`config.mk`:
```
export PLATFORM = sky130hd
export DESIGN_NAME = rtsc_square
export DESIGN_NICKNAME = d
export VERILOG_FILES = /design/src/rtl/core/ring_target_score_counter_macros.svh /design/src/rtl/core/rtsc_pkg.sv /design/src/rtl/core/rtsc_square.sv
export SDC_FILE = /design/constraint.sdc
export NUM_CORES = 1
export LEC_CHECK = 0
export BUFFER_PORTS_ARGS = -buffer_cell sky130_fd_sc_hd__buf_2
export CAP_MARGIN = 20
export CORE_MARGIN = 2
export CORE_UTILIZATION = 60
export DETAILED_ROUTE_END_ITERATION = 10
export GPL_TIMING_DRIVEN = 0
export PLACE_DENSITY = 0.79
export SLEW_MARGIN = 10
export SYNTH_ARGS = -nofsm -noshare
export SYNTH_HDL_FRONTEND = slang
export SYNTH_SLANG_ARGS = --single-unit
```
`constraint.sdc`:
```
create_clock -name vclk -period 13.7
set_clock_uncertainty 0.2 [all_clocks]
set_input_delay 2.74 -clock vclk [all_inputs]
set_output_delay 2.74 -clock vclk [all_outputs]
set_load 0.03 [all_outputs]
```
`src/rtl/core/ring_target_score_counter_macros.svh`:
```
// ----------------------------------------------------------------------------
// ring target score counter assertion macros
// concurrent checks clocked on clk, held off while rst_n is low
// ----------------------------------------------------------------------------
`ifndef RING_TARGET_SCORE_COUNTER_MACROS_SVH
`define RING_TARGET_SCORE_COUNTER_MACROS_SVH

// same-cycle implication
`define RTSC_ASSERT_IMPL(label, ante, cons) \
    label: assert property (@(posedge clk) disable iff (!rst_n) (ante) |-> (cons)) \
        else $error("rtsc check failed");

// next-cycle implication
`define RTSC_ASSERT_NEXT(label, ante, cons) \
    label: assert property (@(posedge clk) disable iff (!rst_n) (ante) |=> (cons)) \
        else $error("rtsc check failed");

`endif

```
`src/rtl/core/rtsc_pkg.sv`:
```
// ----------------------------------------------------------------------------
// rtsc_pkg
// shared widths, operation codes and helpers of the ring target score counter
// ----------------------------------------------------------------------------
package rtsc_pkg;

    // default table depth
    localparam int TABLE_DEPTH_DEF = 4096;

    // field widths
    localparam int OP_W     = 2;
    localparam int INDEX_W  = 12;
    localparam int RADIUS_W = 20;
    localparam int COORD_W  = 21;
    localparam int COUNT_W  = 13;
    localparam int TOTAL_W  = 48;
    localparam int ENTRY_W  = 41;
    localparam int PROD_W   = 2 * COORD_W;
    localparam int DIST_W   = PROD_W;

    // configuration port
    localparam int PADDR_W = 3;
    localparam int PDATA_W = 32;
    localparam logic [COUNT_W-1:0] COUNT_RESET = 13'd1;
    localparam logic REG_CIRCLE_COUNT = 1'b0;

    // operation codes
    localparam logic [OP_W-1:0] OP_LOAD  = 2'd0;
    localparam logic [OP_W-1:0] OP_SHOT  = 2'd1;
    localparam logic [OP_W-1:0] OP_CLEAR = 2'd2;

    // magnitude of a two's complement coordinate, full range fits unsigned
    function automatic logic [COORD_W-1:0] coord_mag(input logic [COORD_W-1:0] v);
        return v[COORD_W-1] ? (~v + {{(COORD_W-1){1'b0}}, 1'b1}) : v;
    endfunction

endpackage

```
`src/rtl/core/rtsc_square.sv`:
```
// ----------------------------------------------------------------------------
// rtsc_square
// shared squaring unit for radii and shot coordinates
// ----------------------------------------------------------------------------
module rtsc_square
    import rtsc_pkg::*;
(
    input  logic [COORD_W-1:0] operand,
    output logic [PROD_W-1:0]  product
);

    // one unsigned 21 x 21 multiply
    assign product = PROD_W'(operand) * PROD_W'(operand);

endmodule

```
==> metrics.csv, run 1 <==
stage,metric,value,unit
worst_hold_path,hp-class,primary input to output port,
layout,n_antenna_cell,0,
sta,clock.fmax,0.0746,GHz
drt,vias_per_cell,5.51,
worst_setup_path,crit_arrival,10.47,ns
die,ioPinCount,63,
logic_synthesis,synth.area.top_cells,"fa_1, ha_1, inv_1, and2_1, nand2_1",
drt,route.met2.wl,15800,µm
die,die_x,148,µm
die,core,0.0203,mm²
status,status,completed,
worst_setup_path,path_max_fanout,10,
logic_synthesis,mappedNetlistNets,1860,
sta,min_period,13.41,ns
grt,grt_pass1_wl,51600,µm
layout,fillers,1703,
logic_synthesis,yosys_warnings,0,
worst_setup_path,cp-start-kind,primary input,
drt,wl_met1,11100,µm
logic_synthesis,synth.most_common_cell,inv_1,
logic_synthesis,synth_area_leader_cell,fa_1,
grt,grt_max_degree,11,
logic_synthesis,synth_top_area_share,49.8,%
layout,multi_input_area,0.0108,mm²
drt,wl_met3,2450,µm
drt,drc_errors,0,
worst_setup_path,end_kind,output port,
sta,setup_viol,0,
drt,first_pass_iters,5,
worst_setup_path,critPathRequiredTime,10.76,ns
worst_hold_path,holdPathStages,3,
sta,worstMarginPinSlew,0.815,ns
sta,slew_violations,0,
worst_hold_path,min-delay-start,operand[0],
sta,rsz0062_at_grt,no,
die,die_h,148,µm
layout,drive_gt1_share,5.72,%
drt,wl_per_cell,18.1,µm
layout,area_growth,5.13,%
placed_design,gp_congestion,0.973,
drt,drtIter0Drc,629,
layout,ff_latch_area,0,µm²
sta,relSlewSlack,45.7,%
sta,setup_tns,0,ns
grt,antenna_found_initial,1,
sta,finalCritPeriodShare,97.8,%
job,maxCapViolations,0,
grt,gr-total-overflow,0,
logic_synthesis,yosysSeqAreaShare,0,%
drt,postRouteAntennaNets,0,
logic_synthesis,synth_common_cells,"inv_1, fa_1, ha_1",
placed_design,dp_hpwl,26800,µm
logic_synthesis,postSynthCellCount,1375,
layout,nNetsFinal,1921,
die,initial_core_util,61.4,%
logic_synthesis,synth_area_per_cell,9.06,µm²
sta,final-hold-violation-count,0,
cts,post_cts_buffers,0,
worst_setup_path,critPathKind,primary input to output port,
drt,top_layer_used,met4,
logic_synthesis,syn_area,0.0125,mm²
worst_hold_path,whs_endpoint,product[0],
placed_design,io_buffer_count,59,
cts,post_cts_resized,0,
drt,wirelength,30800,µm
grt,grt_pass1_vias,10400,
layout,clkbuf_count,0,
logic_synthesis,synth.distinct_cells,52,
die,rows,52,
grt,grtUsageTotal,30.1,%
drt,vias,9384,
die,dieArea,0.0219,mm²
layout,nFlopsAndLatches,0,
cts,ctsHoldBuffers,0,
==> final cells by class <==
class                      count  share of cell area [%]
inverter                     392                    11.2
buffer                        54                    1.68
timing repair buffer          59                    2.25
multi-input combinational    929                    82.3
tap                          270                    2.58
==> worst max-delay path by stage <==
stage                     from           to  slack (ns)
global route        operand[7]  product[41]       0.003
floorplan           operand[7]  product[41]        1.66
CTS                 operand[7]  product[41]        0.12
global placement    operand[7]  product[41]        0.24
detailed placement  operand[7]  product[41]        0.16
finish              operand[7]  product[41]        0.29
==> worst max-delay path: stages <==
cell      delay [ns]
buf_2           0.12
clkbuf_1        0.58
clkbuf_2        0.49
nand2_1         0.20
fa_1            0.59
inv_1           0.06
fa_1            0.50
inv_1           0.06
fa_1            0.53
inv_1           0.05
fa_1            0.50
fa_1            0.43
fa_1            0.49
inv_1           0.06
fa_1            0.53
inv_1           0.06
ha_1            0.39
nand2_1         0.11
nor4_1          0.45
o211ai_1        0.19
a31oi_1         0.27
nor2_1          0.15
o21ai_1         0.29
a41oi_1         0.21
xnor2_1         0.18
buf_2           0.22
==> cells by family (layout without fill, tap and decap cells) <==
kind of cell | Yosys count | in the layout | synth area share (%)
AO/OA/AOI/OAI | 126 | 126 | 6.53
XOR/XNOR | 49 | 49 | 3.44
adder cells (fa/ha/maj) | 464 | 464 | 65.3
buffers and inverters | 446 | 505 | 13.5
multiplexers | 1 | 1 | 0.0903
other | 1 | 1 | 0.0301
AND/OR/NAND/NOR | 288 | 288 | 11.1
==> per-stage QoR <==
| stage | area, µm² | std cells | hold slack [ns] | util [%] | worst slack, ns |
|---|---|---|---|---|---|
| global route | 13100 | 1704 | 5.71 | 64.5 | 0.00250 |
| floorplan | 12500 | 1375 | 5.41 | - | 1.66 |
| CTS | 13100 | 1704 | 5.69 | 64.5 | 0.119 |
| finish | 13100 | 1704 | 5.68 | 64.5 | 0.295 |
| detailed placement | 13100 | 1704 | 5.69 | 64.5 | 0.163 |
| global placement | 13100 | 1704 | 5.69 | 64.5 | 0.237 |
==> placed cells by master, fill, tap and decap left out, types with 2 or more instances in the layout <==
cell and instances:
inv_1 392, and2_1 84, or2_2 4, nor2b_1 4, a31oi_1 3, nor2_1 23
a21oi_2 2, nand4_1 12, ha_1 154, a21oi_1 49, buf_2 62, nand2b_1 2
clkbuf_1 43, o21ai_1 3, a21o_1 19, fa_1 310, o21bai_1 7, o21a_1 3
xnor2_1 30, o21ai_0 20, and3_1 3, xor2_1 19, o211a_1 2, a211oi_1 2
buf_4 2, nand3_1 5, nor3_1 5, nand2_1 140, clkbuf_2 5, a211o_1 2
==> metal layers <==
| layer | vias up | track usage (%) |
|---|---|---|
| met5 | - | 0 |
| met4 | 0 | 10.4 |
| met3 | 113 | 3.44 |
| met2 | 417 | 53.5 |
| met1 | 4680 | 38.4 |
| li1 | 4174 | - |
Power of run 1 is left out: the tool's default activity adds up to more than one toggle a clock period on the data nets, which glitch-free logic cannot reach.
==> run 2, diff against run 1 <==
PLACE_DENSITY = 0.78   (was 0.79)
==> run 2 against run 1 <==
Via count decreased by 2.1%. Highest routed layer unchanged. Final cell count hardly changed. Critical path depth is the same. Design area is essentially flat. Count of clock-buffer cells in the layout unchanged. Non-clock buffer count shrank 1. Routed wire length fell by 3.0%. Sequential cell count is the same. Maximum frequency about the same.
==> metrics.csv, run 2 (synthesis results as in run 1) <==
stage,metric,value,unit,change
drt,postRouteAntennaNets,0,,unchanged
layout,area_growth,5.10,%,about the same
worst_hold_path,hp-class,primary input to output port,,
die,die_x,148,µm,unchanged
drt,vias,9191,,-2.1%
worst_setup_path,worstSetupEndpoint,product[41],,
layout,nNetsFinal,1920,,-0.052%
worst_setup_path,cp-start-kind,primary input,,
sta,finalCritPeriodShare,97.8,%,about the same
sta,final-hold-violation-count,0,,unchanged
worst_setup_path,critPathKind,primary input to output port,,
layout,nFlopsAndLatches,0,,unchanged
drt,drtIter0Drc,584,,-7.2%
layout,multi_input_area,0.0108,mm²,unchanged
worst_setup_path,path_max_fanout,10,,unchanged
cts,ctsHoldBuffers,0,,unchanged
layout,fillers,1731,,+1.6%
sta,setup_viol,0,,unchanged
job,maxCapViolations,0,,unchanged
sta,clock.fmax,0.0747,GHz,about the same
worst_setup_path,critical-path-top-delay-family,adder cells,,
die,core,0.0203,mm²,unchanged
die,die_h,148,µm,unchanged
drt,vias_per_cell,5.40,,-2.0%
layout,final_cell_mix,"inv_1, fa_1, ha_1, nand2_1, and2_1",,
worst_setup_path,critPathRequiredTime,10.76,ns,about the same
layout,ff_latch_area,0,µm²,unchanged
layout,n_antenna_cell,0,,unchanged
drt,wirelength,29900,µm,-3.0%
grt,grt_pass1_vias,9965,,-3.8%
placed_design,io_buffer_count,59,,unchanged
worst_setup_path,max_stage_delay,0.59,ns,about the same
layout,clkbuf_count,0,,unchanged
grt,antenna_found_initial,0,,-1
layout,final_area,0.0131,mm²,about the same
placed_design,dp_hpwl,26300,µm,-1.8%
die,ioPinCount,63,,unchanged
placed_design,placed_area,0.0131,mm²,unchanged
layout,drive_gt1_share,5.72,%,about the same
sta,worstMarginPinSlew,0.767,ns,-0.0481 ns
drt,drc_errors,0,,unchanged
grt,grt_pass1_wl,49200,µm,-4.5%
sta,holdWs,5.68,ns,-0.000350 ns
die,dieArea,0.0219,mm²,unchanged
die,rows,52,,unchanged
worst_setup_path,crit_arrival,10.45,ns,-0.02 ns
layout,final_common_cell,inv_1,,
placed_design,placedCellCount,1704,,unchanged
worst_setup_path,crit_cells,26,,unchanged
grt,grtUsageTotal,28.8,%,-1.3 points
worst_setup_path,cp-startpoint,operand[13],,
sta,min_period,13.39,ns,-0.0128 ns
worst_setup_path,cpMostUsedCell,fa_1,,
die,initial_core_util,61.4,%,unchanged
sta,rsz0062_at_grt,no,,
grt,gr-total-overflow,0,,unchanged
worst_setup_path,path_buf_inv,9,,unchanged
grt,grt_max_degree,11,,unchanged
layout,finalNonFillerCells,1703,,-0.059%
sta,relSlewSlack,48.9,%,+3.2 points
status,status,completed,,
placed_design,gp_congestion,0.951,,-2.3%
worst_setup_path,crit_slowest_cell,clkbuf_1,,
sta,slew_violations,0,,unchanged
drt,first_pass_iters,6,,+1
worst_setup_path,end_kind,output port,,
drt,wl_per_cell,17.6,µm,-2.9%
sta,setup_tns,0,ns,unchanged
## run 2: repair_timing
item / in CTS / in global routing
hold endpoints to repair: 0 / 0
endpoints found under the setup margin: 0 / 7
setup buffers: 0 / 0
gates resized for setup: 0 / 10
## run 2: how the worst min path moves through the flow
stage,startpoint,to,depth (start not counted)
global placement,operand[0],product[0],3
CTS,operand[0],product[0],3
detailed placement,operand[0],product[0],3
floorplan,operand[0],product[0],1
finish,operand[0],product[0],3
global route,operand[0],product[0],3
## run 2: area by class of cell
class | count | area share (%)
timing repair buffer | 59 | 2.25
buffer | 53 | 1.65
multi-input combinational | 929 | 82.3
inverter | 392 | 11.2
tap | 270 | 2.58
## run 2: metrics by stage
step | worst slack (ns) | util [%]
global placement | 0.122 | 64.5
floorplan | 1.66 | -
detailed placement | 0.0791 | 64.5
finish | 0.308 | 64.5
global route | 0.0232 | 64.5
CTS | 0.0297 | 64.5
## run 2: routing by layer
metal	track usage [%]	share of wire [%]	vias up
li1	-	-	4165
met1	37.4	38	4605
met2	51.0	51	335
met3	3.37	7.0	86
met4	8.81	4.0	0
met5	0	0	-
Power of run 2 is left out for the same reason.
