--- config.mk ---
export PLATFORM = sky130hd
export DESIGN_NAME = rtsc_ctrl
export DESIGN_NICKNAME = d
export VERILOG_FILES = /design/src/rtl/core/rtsc_pkg.sv /design/src/rtl/core/rtsc_ctrl.sv
export VERILOG_INCLUDE_DIRS = /design/src /design/src/rtl/core
export SDC_FILE = /design/constraint.sdc
export NUM_CORES = 1
export LEC_CHECK = 0
export ABC_CLOCK_PERIOD_IN_PS = 6800
export BUFFER_PORTS_ARGS = -buffer_cell sky130_fd_sc_hd__buf_4
export CAP_MARGIN = 0
export CORE_AREA = 3 3 249 251
export CTS_CLUSTER_SIZE = 10
export DETAILED_ROUTE_END_ITERATION = 16
export DIE_AREA = 0 0 252 254
export GPL_TIMING_DRIVEN = 0
export PLACE_DENSITY = 0.58
export SLEW_MARGIN = 5
export SYNTH_ARGS = -nofsm -noshare
export SYNTH_HDL_FRONTEND = slang
export SYNTH_SLANG_ARGS = --single-unit
export TNS_END_PERCENT = 100
--- constraint.sdc ---
create_clock -name clk -period 6.8 [get_ports clk]
set_input_delay 0.68 -clock clk [delete_from_list [all_inputs] [get_ports clk]]
set_output_delay 0.68 -clock clk [all_outputs]
set_load 0.01 [all_outputs]
--- src/rtl/core/ring_target_score_counter_macros.svh ---
// ----------------------------------------------------------------------------
// ring target score counter assertion macros
// concurrent checks clocked on clk, held off while rst_n is low
// ----------------------------------------------------------------------------
`ifndef RING_TARGET_SCORE_COUNTER_MACROS_SVH
`define RING_TARGET_SCORE_COUNTER_MACROS_SVH

// same-cycle implication
`define RTSC_ASSERT_IMPL(label, ante, cons) \
    label: assert property (@(posedge clk) disable iff (!rst_n) (ante) |-> (cons)) \
        else $error("rtsc check failed");

// next-cycle implication
`define RTSC_ASSERT_NEXT(label, ante, cons) \
    label: assert property (@(posedge clk) disable iff (!rst_n) (ante) |=> (cons)) \
        else $error("rtsc check failed");

`endif

--- src/rtl/core/rtsc_pkg.sv ---
// ----------------------------------------------------------------------------
// rtsc_pkg
// shared widths, operation codes and helpers of the ring target score counter
// ----------------------------------------------------------------------------
package rtsc_pkg;

    // default table depth
    localparam int TABLE_DEPTH_DEF = 4096;

    // field widths
    localparam int OP_W     = 2;
    localparam int INDEX_W  = 12;
    localparam int RADIUS_W = 20;
    localparam int COORD_W  = 21;
    localparam int COUNT_W  = 13;
    localparam int TOTAL_W  = 48;
    localparam int ENTRY_W  = 41;
    localparam int PROD_W   = 2 * COORD_W;
    localparam int DIST_W   = PROD_W;

    // configuration port
    localparam int PADDR_W = 3;
    localparam int PDATA_W = 32;
    localparam logic [COUNT_W-1:0] COUNT_RESET = 13'd1;
    localparam logic REG_CIRCLE_COUNT = 1'b0;

    // operation codes
    localparam logic [OP_W-1:0] OP_LOAD  = 2'd0;
    localparam logic [OP_W-1:0] OP_SHOT  = 2'd1;
    localparam logic [OP_W-1:0] OP_CLEAR = 2'd2;

    // magnitude of a two's complement coordinate, full range fits unsigned
    function automatic logic [COORD_W-1:0] coord_mag(input logic [COORD_W-1:0] v);
        return v[COORD_W-1] ? (~v + {{(COORD_W-1){1'b0}}, 1'b1}) : v;
    endfunction

endpackage

--- src/rtl/core/rtsc_ctrl.sv ---
// ----------------------------------------------------------------------------
// rtsc_ctrl
// sequencer: squares radii into the table and the shot, binary-searches the table, keeps the total
// ----------------------------------------------------------------------------
module rtsc_ctrl
    import rtsc_pkg::*;
#(
    parameter int TABLE_DEPTH = TABLE_DEPTH_DEF,
    localparam int AW = $clog2(TABLE_DEPTH)
) (
    input  logic                clk,
    input  logic                rst_n,
    input  logic                in_valid,
    output logic                in_stall,
    input  logic [OP_W-1:0]     op,
    input  logic [INDEX_W-1:0]  circle_index,
    input  logic [RADIUS_W-1:0] radius,
    input  logic [COORD_W-1:0]  shot_x,
    input  logic [COORD_W-1:0]  shot_y,
    input  logic [COUNT_W-1:0]  circle_count,
    output logic [COORD_W-1:0]  sq_operand,
    input  logic [PROD_W-1:0]   sq_product,
    output logic                ram_we,
    output logic [AW-1:0]       ram_addr,
    output logic [ENTRY_W-1:0]  ram_wdata,
    input  logic [ENTRY_W-1:0]  ram_rdata,
    output logic                out_valid,
    input  logic                out_stall,
    output logic [COUNT_W-1:0]  shot_score,
    output logic [TOTAL_W-1:0]  running_total
);

`include "ring_target_score_counter_macros.svh"

    // sequencer states
    localparam logic [2:0] ST_IDLE = 3'd0;
    localparam logic [2:0] ST_LOAD = 3'd1;
    localparam logic [2:0] ST_SQX  = 3'd2;
    localparam logic [2:0] ST_SQY  = 3'd3;
    localparam logic [2:0] ST_SUM  = 3'd4;
    localparam logic [2:0] ST_LAST = 3'd5;
    localparam logic [2:0] ST_CMP  = 3'd6;
    localparam logic [2:0] ST_OUT  = 3'd7;

    logic [2:0]          state_reg, state_next;
    logic [OP_W-1:0]     op_reg;
    logic [INDEX_W-1:0]  idx_reg;
    logic [RADIUS_W-1:0] rad_reg;
    logic [COORD_W-1:0]  magx_reg, magy_reg;
    logic [PROD_W-1:0]   prod_reg;
    logic [DIST_W-1:0]   dist_reg;
    logic [AW-1:0]       lo_reg, lo_next;
    logic [AW-1:0]       hi_reg, hi_next;
    logic [COUNT_W-1:0]  score_reg, score_next;
    logic [TOTAL_W-1:0]  total_reg;
    logic                out_valid_reg;
    logic [COUNT_W-1:0]  out_score_reg;
    logic [TOTAL_W-1:0]  out_total_reg;

    logic [COUNT_W-1:0]  n_eff;
    logic [AW-1:0]       n_m1;
    logic [AW:0]         mid_sum, next_sum;
    logic [AW-1:0]       mid;
    logic                entry_ge;
    logic                accept;
    logic                out_free;
    logic                idx_ok;
    logic [TOTAL_W:0]    total_sum;

    // effective circle count, saturated at the table depth
    assign n_eff = (32'(circle_count) > TABLE_DEPTH) ? COUNT_W'(TABLE_DEPTH) : circle_count;
    assign n_m1  = AW'(n_eff - COUNT_W'(1));

    assign in_stall = (state_reg != ST_IDLE);
    assign accept   = in_valid && !in_stall;
    assign out_free = !out_valid_reg || !out_stall;
    assign idx_ok   = (32'(idx_reg) < TABLE_DEPTH);

    // current probe and its compare
    assign mid_sum  = {1'b0, lo_reg} + {1'b0, hi_reg};
    assign mid      = mid_sum[AW:1];
    assign entry_ge = ({1'b0, ram_rdata} >= dist_reg);

    // shared squarer operand
    always_comb
    begin
        case (state_reg)
            ST_LOAD: sq_operand = {1'b0, rad_reg};
            ST_SQY:  sq_operand = magy_reg;
            default: sq_operand = magx_reg;
        endcase
    end

    assign ram_we    = (state_reg == ST_LOAD) && idx_ok;
    assign ram_wdata = sq_product[ENTRY_W-1:0];

    // next state, search bounds and ram address
    always_comb
    begin
        state_next = state_reg;
        lo_next    = lo_reg;
        hi_next    = hi_reg;
        score_next = score_reg;
        next_sum   = '0;
        ram_addr   = AW'(idx_reg);
        unique case (state_reg)
            ST_IDLE:
            begin
                if (accept)
                begin
                    score_next = '0;
                    if (op == OP_LOAD)
                    begin
                        state_next = ST_LOAD;
                    end
                    else if (op == OP_SHOT)
                    begin
                        state_next = ST_SQX;
                    end
                    else
                    begin
                        state_next = ST_OUT;
                    end
                end
            end
            ST_LOAD:
            begin
                state_next = ST_OUT;
            end
            ST_SQX:
            begin
                state_next = ST_SQY;
            end
            ST_SQY:
            begin
                state_next = ST_SUM;
            end
            ST_SUM:
            begin
                // fetch the outermost circle
                ram_addr = n_m1;
                if (n_eff == '0)
                begin
                    state_next = ST_OUT;
                end
                else
                begin
                    state_next = ST_LAST;
                end
            end
            ST_LAST:
            begin
                lo_next = '0;
                hi_next = n_m1;
                if (!entry_ge)
                begin
                    state_next = ST_OUT;
                end
                else if (n_m1 == '0)
                begin
                    score_next = n_eff;
                    state_next = ST_OUT;
                end
                else
                begin
                    next_sum   = {1'b0, n_m1};
                    ram_addr   = next_sum[AW:1];
                    state_next = ST_CMP;
                end
            end
            ST_CMP:
            begin
                // narrow the range and issue the next probe
                if (entry_ge)
                begin
                    hi_next = mid;
                end
                else
                begin
                    lo_next = mid + AW'(1);
                end
                next_sum = {1'b0, lo_next} + {1'b0, hi_next};
                ram_addr = next_sum[AW:1];
                if (lo_next >= hi_next)
                begin
                    score_next = n_eff - COUNT_W'(hi_next);
                    state_next = ST_OUT;
                end
            end
            ST_OUT:
            begin
                if (out_free)
                begin
                    state_next = ST_IDLE;
                end
            end
            default:
            begin
                state_next = ST_IDLE;
            end
        endcase
    end

    // saturating add of the score
    assign total_sum = {1'b0, total_reg} + (TOTAL_W + 1)'(score_reg);

    // control state
    always_ff @(posedge clk or negedge rst_n)
    begin
        if (!rst_n)
        begin
            state_reg     <= ST_IDLE;
            total_reg     <= '0;
            out_valid_reg <= 1'b0;
        end
        else
        begin
            state_reg <= state_next;
            if ((state_reg == ST_OUT) && out_free)
            begin
                out_valid_reg <= 1'b1;
                if (op_reg == OP_SHOT)
                begin
                    total_reg <= total_sum[TOTAL_W] ? {TOTAL_W{1'b1}} : total_sum[TOTAL_W-1:0];
                end
                else if (op_reg == OP_CLEAR)
                begin
                    total_reg <= '0;
                end
            end
            else if (!out_stall)
            begin
                out_valid_reg <= 1'b0;
            end
        end
    end

    // item payload and datapath
    always_ff @(posedge clk)
    begin
        lo_reg    <= lo_next;
        hi_reg    <= hi_next;
        score_reg <= score_next;
        if (accept)
        begin
            op_reg   <= op;
            idx_reg  <= circle_index;
            rad_reg  <= radius;
            magx_reg <= coord_mag(shot_x);
            magy_reg <= coord_mag(shot_y);
        end
        if ((state_reg == ST_SQX) || (state_reg == ST_SQY))
        begin
            prod_reg <= sq_product;
        end
        if (state_reg == ST_SQY)
        begin
            dist_reg <= prod_reg;
        end
        else if (state_reg == ST_SUM)
        begin
            dist_reg <= dist_reg + prod_reg;
        end
        if ((state_reg == ST_OUT) && out_free)
        begin
            out_score_reg <= score_reg;
            if (op_reg == OP_SHOT)
            begin
                out_total_reg <= total_sum[TOTAL_W] ? {TOTAL_W{1'b1}}
                                                    : total_sum[TOTAL_W-1:0];
            end
            else if (op_reg == OP_CLEAR)
            begin
                out_total_reg <= '0;
            end
            else
            begin
                out_total_reg <= total_reg;
            end
        end
    end

    assign out_valid     = out_valid_reg;
    assign shot_score    = out_score_reg;
    assign running_total = out_total_reg;

    // search range stays open and inside the table while probing
    `RTSC_ASSERT_IMPL(a_range_open, state_reg == ST_CMP, lo_reg < hi_reg)
    `RTSC_ASSERT_IMPL(a_hi_in_count, state_reg == ST_CMP, 32'(hi_reg) < 32'(n_eff))
    // a waiting result is never overwritten
    `RTSC_ASSERT_NEXT(a_out_hold, (state_reg == ST_OUT) && out_valid_reg && out_stall,
                      state_reg == ST_OUT)
    // an accepted word always starts work
    `RTSC_ASSERT_NEXT(a_accept_busy, accept, state_reg != ST_IDLE)

endmodule

==> results of run 1 <==
==> through the flow <==
step | std cells | hold WS [ps] | setup TNS, ps | worst slack [ps] | utilization
after floorplan | 2171 | 384 | 0 | 1100 | -
after CTS | 3336 | 196 | 0 | 21.8 | 0.424
after global placement | 3266 | 472 | -2730 | -423 | 0.403
final | 3339 | 196 | 0 | 377 | 0.425
after global routing | 3336 | 234 | 0 | 3.41 | 0.424
after detailed placement | 3270 | 460 | -4190 | -465 | 0.404
==> routing by layer <==
metal / vias to the layer above / global-route usage / wire (µm)
met3: 143 / 0.0489 / 5090
met2: 667 / 0.341 / 31800
met4: 8 / 0.0789 / 2390
met1: 8574 / 0.262 / 28600
li1: 8667 / - / -
met5: - / 0 / 51
==> logic make-up after synthesis <==
family,synth area share
fa+ha+maj,0.0924
simple gates,0.147
mux,0.0231
buf+inv,0.0528
flops,0.433
xor+xnor,0.0524
compound gates,0.199
==> worst max-delay path, stage by stage, from the launching register on <==
cell      delay (ps)
edfxtp_1         460
inv_1             90
ha_1             260
nand4_1          150
nor2_1           100
a22oi_1          190
o211ai_1         180
a211oi_4         400
buf_6            230
clkbuf_4         280
mux2i_4          310
inv_1             90
ha_1             300
a21o_1           180
a21oi_1          250
o21bai_1         100
a21oi_1          230
o21bai_1         110
a21oi_2          180
o21bai_1          80
a21o_1           200
a21o_1           190
a21oi_1          170
xor2_1           160
o21ai_1           90
buf_4            180
==> worst min-delay path by stage <==
stage	from	endpoint	slack [ps]	cells after the start
after floorplan	rst_n	out_valid	380	0
after global placement	score_reg[4]	shot_score[4]	470	0
after detailed placement	score_reg[4]	shot_score[4]	460	0
after CTS	rst_n	total_reg[7]	200	1
after global routing	rst_n	total_reg[7]	230	1
final	rst_n	total_reg[6]	200	1
==> cell type report <==
| type | instances | area (µm²) |
|---|---|---|
| Clock inverter | 8 | 61.3 |
| Sequential cell | 310 | 9050 |
| Clock buffer | 56 | 1050 |
| Timing Repair Buffer | 319 | 2450 |
| Antenna cell | 3 | 7.51 |
| Tap cell | 782 | 978 |
| Multi-Input combinational cell | 1620 | 10800 |
| Inverter | 109 | 409 |
| Fill cell | 5940 | 34600 |
| Buffer | 132 | 714 |
==> layout by cell type, fill, tap and decap left out, drive strengths merged, types with 7 or more instances in the layout <==
master  instances
xor2           42
a311oi         12
a221oi         10
buf           380
and2           26
nand3          48
a211oi         17
o31ai          17
a31o            7
o22ai          13
nor4           10
nand2b         26
mux2i          39
nand4          19
o21bai         19
edfxtp        258
a22o           21
a21oi         219
xnor2          83
or3            15
dfrtp          52
o21ai         175
nand2         211
ha            147
mux2            7
a31oi          33
nor2          179
and3           24
inv           108
clkinv          9
o21a           24
clkbuf        127
a22oi          14
nor2b          28
nor3           30
a21o           32
==> power by group through the flow <==
stage               Sequential [W]  Clock (W)  Combinational [W]
floorplan                  0.00323          0            0.00592
global placement           0.00333          0            0.00817
detailed placement         0.00329          0            0.00835
CTS                        0.00326    0.00194            0.00847
global route               0.00331    0.00201            0.00950
finish                     0.00326    0.00188            0.00855
==> repair_timing <==
item | CTS | global route
resized for setup | 12 | 10
endpoints found under the setup margin | 10 | 6
setup buffers | 2 | 0
pin swaps | 2 | 2
==> flow_summary_export.csv, run 1 <==
group,metric,value,unit
timing,min_period,6420,ps
timing,setup_viol,0,
placement,hpwl,52200,µm
worst_setup_path,startpoint,"dist_reg[24]",
placement,portBuffers,313,
grt,grt_overflow,0,
logic_synthesis,synthesis.area,20900,µm²
logic_synthesis,syn_area_per_cell,9.62,µm²
clocking,clock_tree.buffer_depth,3,
floorplan,ios,314,
layout,design_area,25500,µm²
floorplan,core,60100,µm²
worst_hold_path,holdCritPathClass,"in2async",
placement,gp_congestion,0.924,
logic_synthesis,synth_most_common_cell,"edfxtp_1",
worst_setup_path,rrSetupSlack,1230,ps
grt,grt_first_pass_wirelength,102000,µm
power,irDropWorstVdd,298,µV
layout,drive_gt1_frac,0.188,
clocking,clockRootBuffer,"clkbuf_16",
floorplan,die_h,254,µm
logic_synthesis,synth_edf_count,258,
clocking,path_clk_slew,60,ps
logic_synthesis,netlist_top_cells_area,"edfxtp_1 37%, ha_1 8.8%, dfrtp_1 6.2%",
route,vias,18059,
logic_synthesis,synth_top_area_frac,0.371,
status,outcome,"finished clean",
clocking,hold_buffers,0,
route,drtPass1Iterations,5,
power,sw_frac_of_total,0.454,
worst_setup_path,endpoint,"ram_addr[10]",
route,detail_route.wl_per_cell,20.3,µm
logic_synthesis,synthCells,2171,
logic_synthesis,synth_largest_area_cell,"edfxtp_1",
timing,period_share,0.945,
floorplan,die-area,64000,µm²
worst_setup_path,cp_max_fo,10,
worst_setup_path,required,6120,ps
power,power_frac_comb,0.625,
power,p_total,0.0137,W
logic_synthesis,syn_nets,2498,
worst_setup_path,r2r-start,"dist_reg[24]",
grt,antenna_found_initial,9,
timing,rsz0062_at_grt,"false",
placement,placed_area,24300,µm²
power,p_seq_frac,0.238,
worst_setup_path,end_kind,"output port",
logic_synthesis,async_reset_ff_frac,0.168,
timing,hold_violations,0,
worst_setup_path,critPathKind,"reg2out",
power,p_switching,0.00622,W
logic_synthesis,synth_cell_types,96,
logic_synthesis,ys.flop_type,"edfxtp_1",
logic_synthesis,ys.warnings.count,0,
route,drt_iter0_drc,1285,
floorplan,chipWidth,252,µm
power,clkPwrFrac,0.137,
route,antenna_left,0,
timing,report.final.slew_viol_count,0,
grt,grt_usage,0.206,
clocking,cts_tree,"yes",
timing,worstMarginPinSlew,1270,ps
power,leakagePower,10.5,nW
clocking,clk_latency,560,ps
logic_synthesis,netlist_top_cells_count,"258 x edfxtp_1, 216 x a21oi_1, 210 x nand2_1",
layout,area_growth,22.3,%
layout,final_net_count,2858,
route,routed_wirelength,67900,µm
route,drc,0,
timing,skew,30.5,ps
floorplan,rows,90,
grt,grt_pass1_vias,17727,
route,viasPerCell,5.41,
timing,max_slew_margin,0.147,
worst_setup_path,reg2reg_depth,17,
logic_synthesis,yosysSeqAreaShare,0.433,
clocking,cts_buffers,39,
power,power.density,536,nW/µm²
worst_setup_path,cp-start-kind,"flip-flop",
floorplan,floorplan.initialDensity,0.347,
power,internal_power,0.00747,W
worst_setup_path,r2r-end,"score_reg[10]",
timing,fmax,156,MHz
worst_setup_path,worstPathArrival,5740,ps
grt,grt_max_degree,53,
clocking,clock-sinks,310,
flow_run,maxCapViolCount,0,
clocking,cts.htree.levels,2,
logic_synthesis,ys_seq_elements,310,
(Power assumes the default switching activity.)
==> inputs of run 2 (changes only) <==
--- a/config.mk
+++ b/config.mk
@@ -6,13 +6,13 @@
 export SDC_FILE = /design/constraint.sdc
 export NUM_CORES = 1
 export LEC_CHECK = 0
-export ABC_CLOCK_PERIOD_IN_PS = 6800
+export ABC_AREA = 1
 export BUFFER_PORTS_ARGS = -buffer_cell sky130_fd_sc_hd__buf_4
 export CAP_MARGIN = 0
-export CORE_AREA = 3 3 249 251
+export CORE_AREA = 3 3 253 255
 export CTS_CLUSTER_SIZE = 10
 export DETAILED_ROUTE_END_ITERATION = 16
-export DIE_AREA = 0 0 252 254
+export DIE_AREA = 0 0 256 258
 export GPL_TIMING_DRIVEN = 0
 export PLACE_DENSITY = 0.58
 export SLEW_MARGIN = 5
==> run 2 against run 1 <==
Compared with the run above: worst hold slack is essentially flat; flip-flop and latch count is the same; register-to-register slack lost 50 ps; largest power group unchanged; maximum frequency grew 0.13%; clock power grew 5%; first-iteration DRC count grew 17%; worst setup slack gained 8.6 ps; cell count grew 16%; clock skew shrank 1.8 ps; global-route usage grew 1.2 points; highest routed layer unchanged.
==> flow_summary_export.csv, run 2 <==
group,metric,value,unit
power,p_switching,0.00716,W
worst_hold_path,holdCritPathClass,"in2async",
worst_setup_path,critPathKind,"reg2out",
worst_setup_path,critPathBufInv,6,
floorplan,die-area,66000,µm²
logic_synthesis,yosysSeqAreaShare,0.417,
timing,rsz0062_at_grt,"false",
layout,multi_input_area,10900,µm²
logic_synthesis,ys_seq_elements,310,
placement,dp_cells,3812,
logic_synthesis,ys.flop_type,"edfxtp_1",
clocking,hold_buffers,0,
logic_synthesis,async_reset_ff_frac,0.168,
timing,period_share,0.943,
worst_setup_path,end_kind,"output port",
power,power.density,548,nW/µm²
layout,final-seq-area,9050,µm²
worst_setup_path,cp_common_cell,"nand2_1",
clocking,cts_setup_buffers,0,
logic_synthesis,synth_most_common_cell,"nand2_1",
worst_setup_path,worstPathArrival,5730,ps
logic_synthesis,synthCells,2656,
logic_synthesis,ys.warnings.count,0,
floorplan,chipWidth,256,µm
logic_synthesis,syn_area_per_cell,8.16,µm²
worst_setup_path,cp.depth,28,
worst_setup_path,reg2reg_depth,21,
worst_setup_path,startpoint,"dist_reg[29]",
logic_synthesis,netlist_top_cells_area,"edfxtp_1 36%, nand2_1 11%, ha_1 8.5%",
layout,final_cell_mix,"640 x nand2_1, 359 x buf_4, 317 x inv_1, 258 x edfxtp_1, 200 x nor2_1",
clocking,cts.repair.resized,0,
timing,hold_violations,0,
floorplan,ios,314,
worst_setup_path,slowest_delay,420,ps
timing,skew,28.7,ps
worst_setup_path,cpLargestDelayFamily,"simple AND/OR/NAND/NOR gates",
worst_setup_path,cp_slowest_cell,"ha_1",
timing,worstMarginPinSlew,910,ps
clocking,clockRootBuffer,"clkbuf_16",
floorplan,die_h,258,µm
worst_setup_path,r2r-end,"score_reg[9]",
status,outcome,"finished clean",
placement,place_ws,548,ps
worst_setup_path,r2r-start,"dist_reg[29]",
flow_run,maxCapViolCount,0,
floorplan,rows,91,
layout,final_common_cell,"nand2_1",
timing,report.final.slew_viol_count,0,
power,internal_power,0.00733,W
power,irDropWorstVdd,325,µV
timing,max_slew_margin,0.391,
logic_synthesis,syn_nets,2983,
power,clkPwrFrac,0.137,
logic_synthesis,synthesis.area,21700,µm²
placement,placed_area,25200,µm²
floorplan,floorplan.initialDensity,0.351,
layout,fin_cells,3887,
timing,timing.final.ws_setup,386,ps
layout,drive_gt1_frac,0.175,
worst_setup_path,cp_max_fo,10,
clocking,clk_latency,580,ps
logic_synthesis,synth_largest_area_cell,"edfxtp_1",
route,drc,0,
clocking,cts.htree.levels,2,
logic_synthesis,synth_edf_count,258,
placement,portBuffers,312,
power,leakagePower,11.6,nW
power,p_seq_frac,0.233,
layout,final_net_count,3343,
layout,area_growth,22.0,%
route,antenna_left,0,
layout,fillers,6119,
logic_synthesis,netlist_top_cells_count,"641 x nand2_1, 317 x inv_1, 258 x edfxtp_1",
placement,gp_congestion,0.942,
grt,grt_usage,0.219,
grt,grt_overflow,0,
route,routed_wirelength,74000,µm
grt,grt_max_degree,53,
clocking,path_clk_slew,60,ps
clocking,clock-sinks,310,
clocking,cts_tree,"yes",
clocking,clock_tree.buffer_depth,3,
timing,setup_viol,0,
power,sw_frac_of_total,0.494,
logic_synthesis,synth_cell_types,63,
logic_synthesis,synth_top_area_frac,0.357,
grt,grt_pass1_vias,19540,
placement,hpwl,60700,µm
route,viasPerCell,5.10,
route,detail_route.wl_per_cell,19.0,µm
worst_setup_path,endpoint,"ram_addr[10]",
grt,antenna_found_initial,3,
clocking,cts_buffers,39,
route,drtPass1Iterations,6,
timing,min_period,6410,ps
power,p_total,0.0145,W
layout,design_area,26500,µm²
floorplan,core,61800,µm²
worst_setup_path,required,6120,ps
worst_setup_path,cp-start-kind,"flip-flop",
power,power_frac_comb,0.631,
worst_setup_path,rrSetupSlack,1180,ps
timing,fmax,156,MHz
route,vias,19812,
route,drt_iter0_drc,1501,
grt,grt_first_pass_wirelength,113000,µm
layout,utilization,0.428,
==> run 2: cell types whose count changed in the layout (fill, tap and decap cells not counted), moves of 32 or more <==
cell / change
nand2_1: +431
a21oi_1: -71
o21ai_0: +32
xnor2_1: -45
inv_1: +210
mux2i_1: -35
nand3_1: +72
==> run 2: cells by family (layout without fill, tap and decap cells) <==
family / Yosys count / in the layout / share of synthesized area
flip-flops: 310 / 310 / 0.417
AO/OA/AOI/OAI: 497 / 497 / 0.131
XOR/XNOR: 107 / 107 / 0.0436
adder cells (fa/ha/maj): 151 / 151 / 0.0885
buffers and inverters: 429 / 820 / 0.0836
other: 0 / 3 / 0
AND/OR/NAND/NOR: 1162 / 1162 / 0.236
==> run 2: worst register-to-register path, stage by stage, from the launching register on <==
cell and delay (ps):
edfxtp_1 360, inv_1 50, ha_1 280, nand2_1 70
nor2_1 300, inv_1 100, nor3_1 330, nand3_1 340
nand3_4 310, buf_1 360, nand2_1 80, o21ai_0 280
inv_1 110, ha_1 410, nor4_1 330, a21oi_1 130
nor3_1 140, o21ai_0 90, nand2_1 120, o21ai_0 120
nor4_2 700, buf_4 310
==> run 2: layer usage <==
layer | routed length (µm) | vias up | GRT usage
met1 | 33300 | 9332 | 0.294
met5 | 13 | - | 0
met3 | 5510 | 96 | 0.0487
met2 | 33700 | 697 | 0.358
met4 | 1510 | 2 | 0.0531
li1 | - | 9685 | -
==> run 2: final cells by class <==
cell class | instances | share of cell area
clock buffer | 64 | 0.0412
clock inverter | 8 | 0.00426
antenna | 3 | 0.000284
buffer | 99 | 0.0218
tap | 837 | 0.0396
multi-input combinational | 1917 | 0.410
timing repair buffer | 319 | 0.0939
inverter | 330 | 0.0468
sequential | 310 | 0.342
==> run 2: worst min-delay path by stage <==
stage                 startpoint            end  slack, ps  cells past startpoint
floorplan                  rst_n      out_valid        380                      0
finish                     rst_n  total_reg[42]        200                      1
detailed placement  score_reg[0]  shot_score[0]        480                      0
CTS                        rst_n  total_reg[42]        200                      1
global route               rst_n  total_reg[42]        230                      1
global placement    score_reg[2]  shot_score[2]        470                      0
==> run 2: stage by stage <==
stage | TNS, ps | hold WS (ps)
6_report | 0 | 196
3_3_place_gp | -5470 | 473
2_1_floorplan | 0 | 384
5_1_grt | 0 | 231
3_5_place_dp | 0 | 479
4_1_cts | 0 | 198
==> run 2: power by group through the flow <==
stage	registers, W	clock network [W]	logic, W
after global routing	0.00344	0.00211	0.0103
after CTS	0.00337	0.00204	0.00910
after global placement	0.00344	0	0.00879
final	0.00337	0.00198	0.00913
after detailed placement	0.00341	0	0.00904
after floorplan	0.00334	0	0.00613
==> inputs of run 3 (changes only) <==
--- a/config.mk
+++ b/config.mk
@@ -9,14 +9,15 @@
 export ABC_AREA = 1
 export BUFFER_PORTS_ARGS = -buffer_cell sky130_fd_sc_hd__buf_4
 export CAP_MARGIN = 0
-export CORE_AREA = 3 3 253 255
+export CORE_AREA = 2 2 252 254
+export CTS_BUF_LIST = sky130_fd_sc_hd__clkbuf_16
 export CTS_CLUSTER_SIZE = 10
 export DETAILED_ROUTE_END_ITERATION = 16
-export DIE_AREA = 0 0 256 258
+export DIE_AREA = 0 0 254 256
 export GPL_TIMING_DRIVEN = 0
 export PLACE_DENSITY = 0.58
 export SLEW_MARGIN = 5
 export SYNTH_ARGS = -nofsm -noshare
 export SYNTH_HDL_FRONTEND = slang
 export SYNTH_SLANG_ARGS = --single-unit
-export TNS_END_PERCENT = 100
+export TNS_END_PERCENT = 20
==> run 3 against run 2 <==
Compared with the run above: cell count rose by 0.15%; critical path depth did not move; sequential share of layout area barely moved; clock-buffer cell count fell by 23; worst hold slack improved by 15 ps; flip-flop and latch count did not move; core utilization fell by 0.43 points; total power fell by 1.6%; cell area barely moved; die area fell by 1.6%.
==> flow_summary_export.csv, run 3 (synthesized netlist as in run 2, its figures left out) <==
group,metric,value,unit
timing,fmax,157,MHz
power,p_seq_frac,0.236,
layout,area_growth,21.9,%
grt,grt_max_degree,53,
clocking,clockRootBuffer,"clkbuf_16",
power,p_total,0.0143,W
power,internal_power,0.00726,W
route,routed_wirelength,70100,µm
timing,hold_violations,0,
worst_setup_path,rrSetupSlack,1530,ps
flow_run,maxCapViolCount,0,
worst_setup_path,cp_max_fo,10,
timing,rsz0062_at_grt,"false",
layout,diodes,0,
worst_setup_path,r2r-end,"score_reg[9]",
route,drtPass1Iterations,5,
worst_setup_path,required,6120,ps
floorplan,rows,92,
worst_setup_path,critPathKind,"reg2out",
timing,min_period,6370,ps
layout,fin_cells,3893,
timing,report.final.slew_viol_count,0,
power,leakagePower,11.7,nW
layout,utilization,0.424,
clocking,clk_latency,560,ps
power,p_switching,0.00699,W
route,antenna_left,0,
clocking,clock-sinks,310,
placement,placed_area,25200,µm²
power,clkPwrFrac,0.135,
floorplan,core,62400,µm²
clocking,clock_tree.buffer_depth,3,
clocking,hold_buffers,0,
worst_setup_path,cpLargestDelayFamily,"simple AND/OR/NAND/NOR gates",
grt,grt_overflow,0,
floorplan,floorplan.initialDensity,0.348,
power,power.density,539,nW/µm²
clocking,cts_setup_buffers,0,
floorplan,die-area,65000,µm²
clocking,cts.htree.levels,2,
route,drc,0,
clocking,cts.repair.resized,0,
placement,dp_cells,3821,
worst_setup_path,critPathBufInv,6,
grt,grt_first_pass_wirelength,108000,µm
clocking,path_clk_slew,60,ps
layout,design_area,26400,µm²
clocking,cts_tree,"yes",
floorplan,chipWidth,254,µm
timing,max_slew_margin,0.426,
layout,final_net_count,3344,
worst_setup_path,worstPathArrival,5690,ps
timing,hold_slack,211,ps
timing,period_share,0.936,
grt,antenna_found_initial,3,
worst_setup_path,slowest_delay,420,ps
grt,grt_pass1_vias,18683,
layout,final_cell_mix,"640 x nand2_1, 360 x buf_4, 334 x inv_1, 258 x edfxtp_1, 200 x nor2_1",
route,detail_route.wl_per_cell,18.0,µm
power,power_frac_comb,0.629,
worst_setup_path,cp-start-kind,"flip-flop",
worst_setup_path,reg2reg_depth,24,
placement,hpwl,57200,µm
placement,portBuffers,312,
timing,setup_viol,0,
floorplan,die_h,256,µm
route,viasPerCell,4.96,
power,sw_frac_of_total,0.491,
floorplan,ios,314,
worst_setup_path,r2r-start,"dist_reg[29]",
grt,grt_usage,0.214,
clocking,cts_buffers,40,
placement,gp_congestion,0.936,
worst_setup_path,end_kind,"output port",
layout,final_common_cell,"nand2_1",
layout,drive_gt1_frac,0.176,
worst_hold_path,holdCritPathClass,"in2async",
route,drt_iter0_drc,1273,
route,vias,19311,
timing,skew,18.6,ps
power,irDropWorstVdd,358,µV
status,outcome,"finished clean",
worst_setup_path,cp_slowest_cell,"ha_1",
timing,worstMarginPinSlew,861,ps
worst_setup_path,cp_common_cell,"nand2_1",
==> run 3: worst register-to-register path, cell delays in order, from the launching register on <==
cell	delay, ps
edfxtp_1	340
inv_1	50
ha_1	280
nand2_1	70
nor2_1	310
inv_1	100
nor3_1	370
nand3_1	340
nand3_4	320
buf_1	380
nand2_1	90
o21ai_0	230
inv_1	90
ha_1	380
inv_1	130
a21oi_1	70
o31ai_1	220
a21oi_1	80
nor3_1	150
o21ai_0	100
nand2_1	110
o21ai_0	110
nor4_2	240
buf_4	230
buf_4	180
==> run 3: worst max path at each step <==
stage / start / endpoint / slack [ps] / depth (start not counted)
floorplan: ram_rdata[33] / score_reg[0] / 1710 / 22
global placement: ram_rdata[29] / score_reg[9] / -440 / 22
detailed placement: ram_rdata[29] / ram_addr[10] / 620 / 28
CTS: dist_reg[29] / ram_addr[10] / 420 / 28
global route: dist_reg[29] / ram_addr[10] / 20 / 28
finish: dist_reg[29] / ram_addr[10] / 430 / 28
==> run 3: through the flow <==
step	setup WS (ps)	TNS [ps]
2_1_floorplan	1710	0
3_5_place_dp	619	0
6_report	433	0
5_1_grt	15.5	0
3_3_place_gp	-438	-5690
4_1_cts	416	0
==> run 3: per-layer routing <==
metal	wire, µm	share of wire	track usage	vias to the layer above
met2	31700	0.45	0.345	629
met4	1460	0.021	0.0505	2
met1	32600	0.47	0.301	8882
met5	13	0.00019	0	-
li1	-	-	-	9706
met3	4310	0.062	0.0316	92
==> run 3: final cells by class <==
type | count | area [µm²]
plain buffers | 99 | 578
clock buffers | 41 | 1030
clock inverters | 31 | 164
fillers | 6408 | 36000
inverters | 330 | 1240
multi-input cells | 1917 | 10900
flip-flops and latches | 310 | 9050
well taps | 846 | 1060
repair buffers | 319 | 2460
==> run 3: power by group through the flow <==
stage          Sequential [W]  Combinational (W)  Clock, W
6_report              0.00336            0.00897   0.00192
5_1_grt               0.00343             0.0102   0.00204
4_1_cts               0.00337            0.00893   0.00198
3_5_place_dp          0.00340            0.00888         0
3_3_place_gp          0.00344            0.00876         0
2_1_floorplan         0.00334            0.00613         0
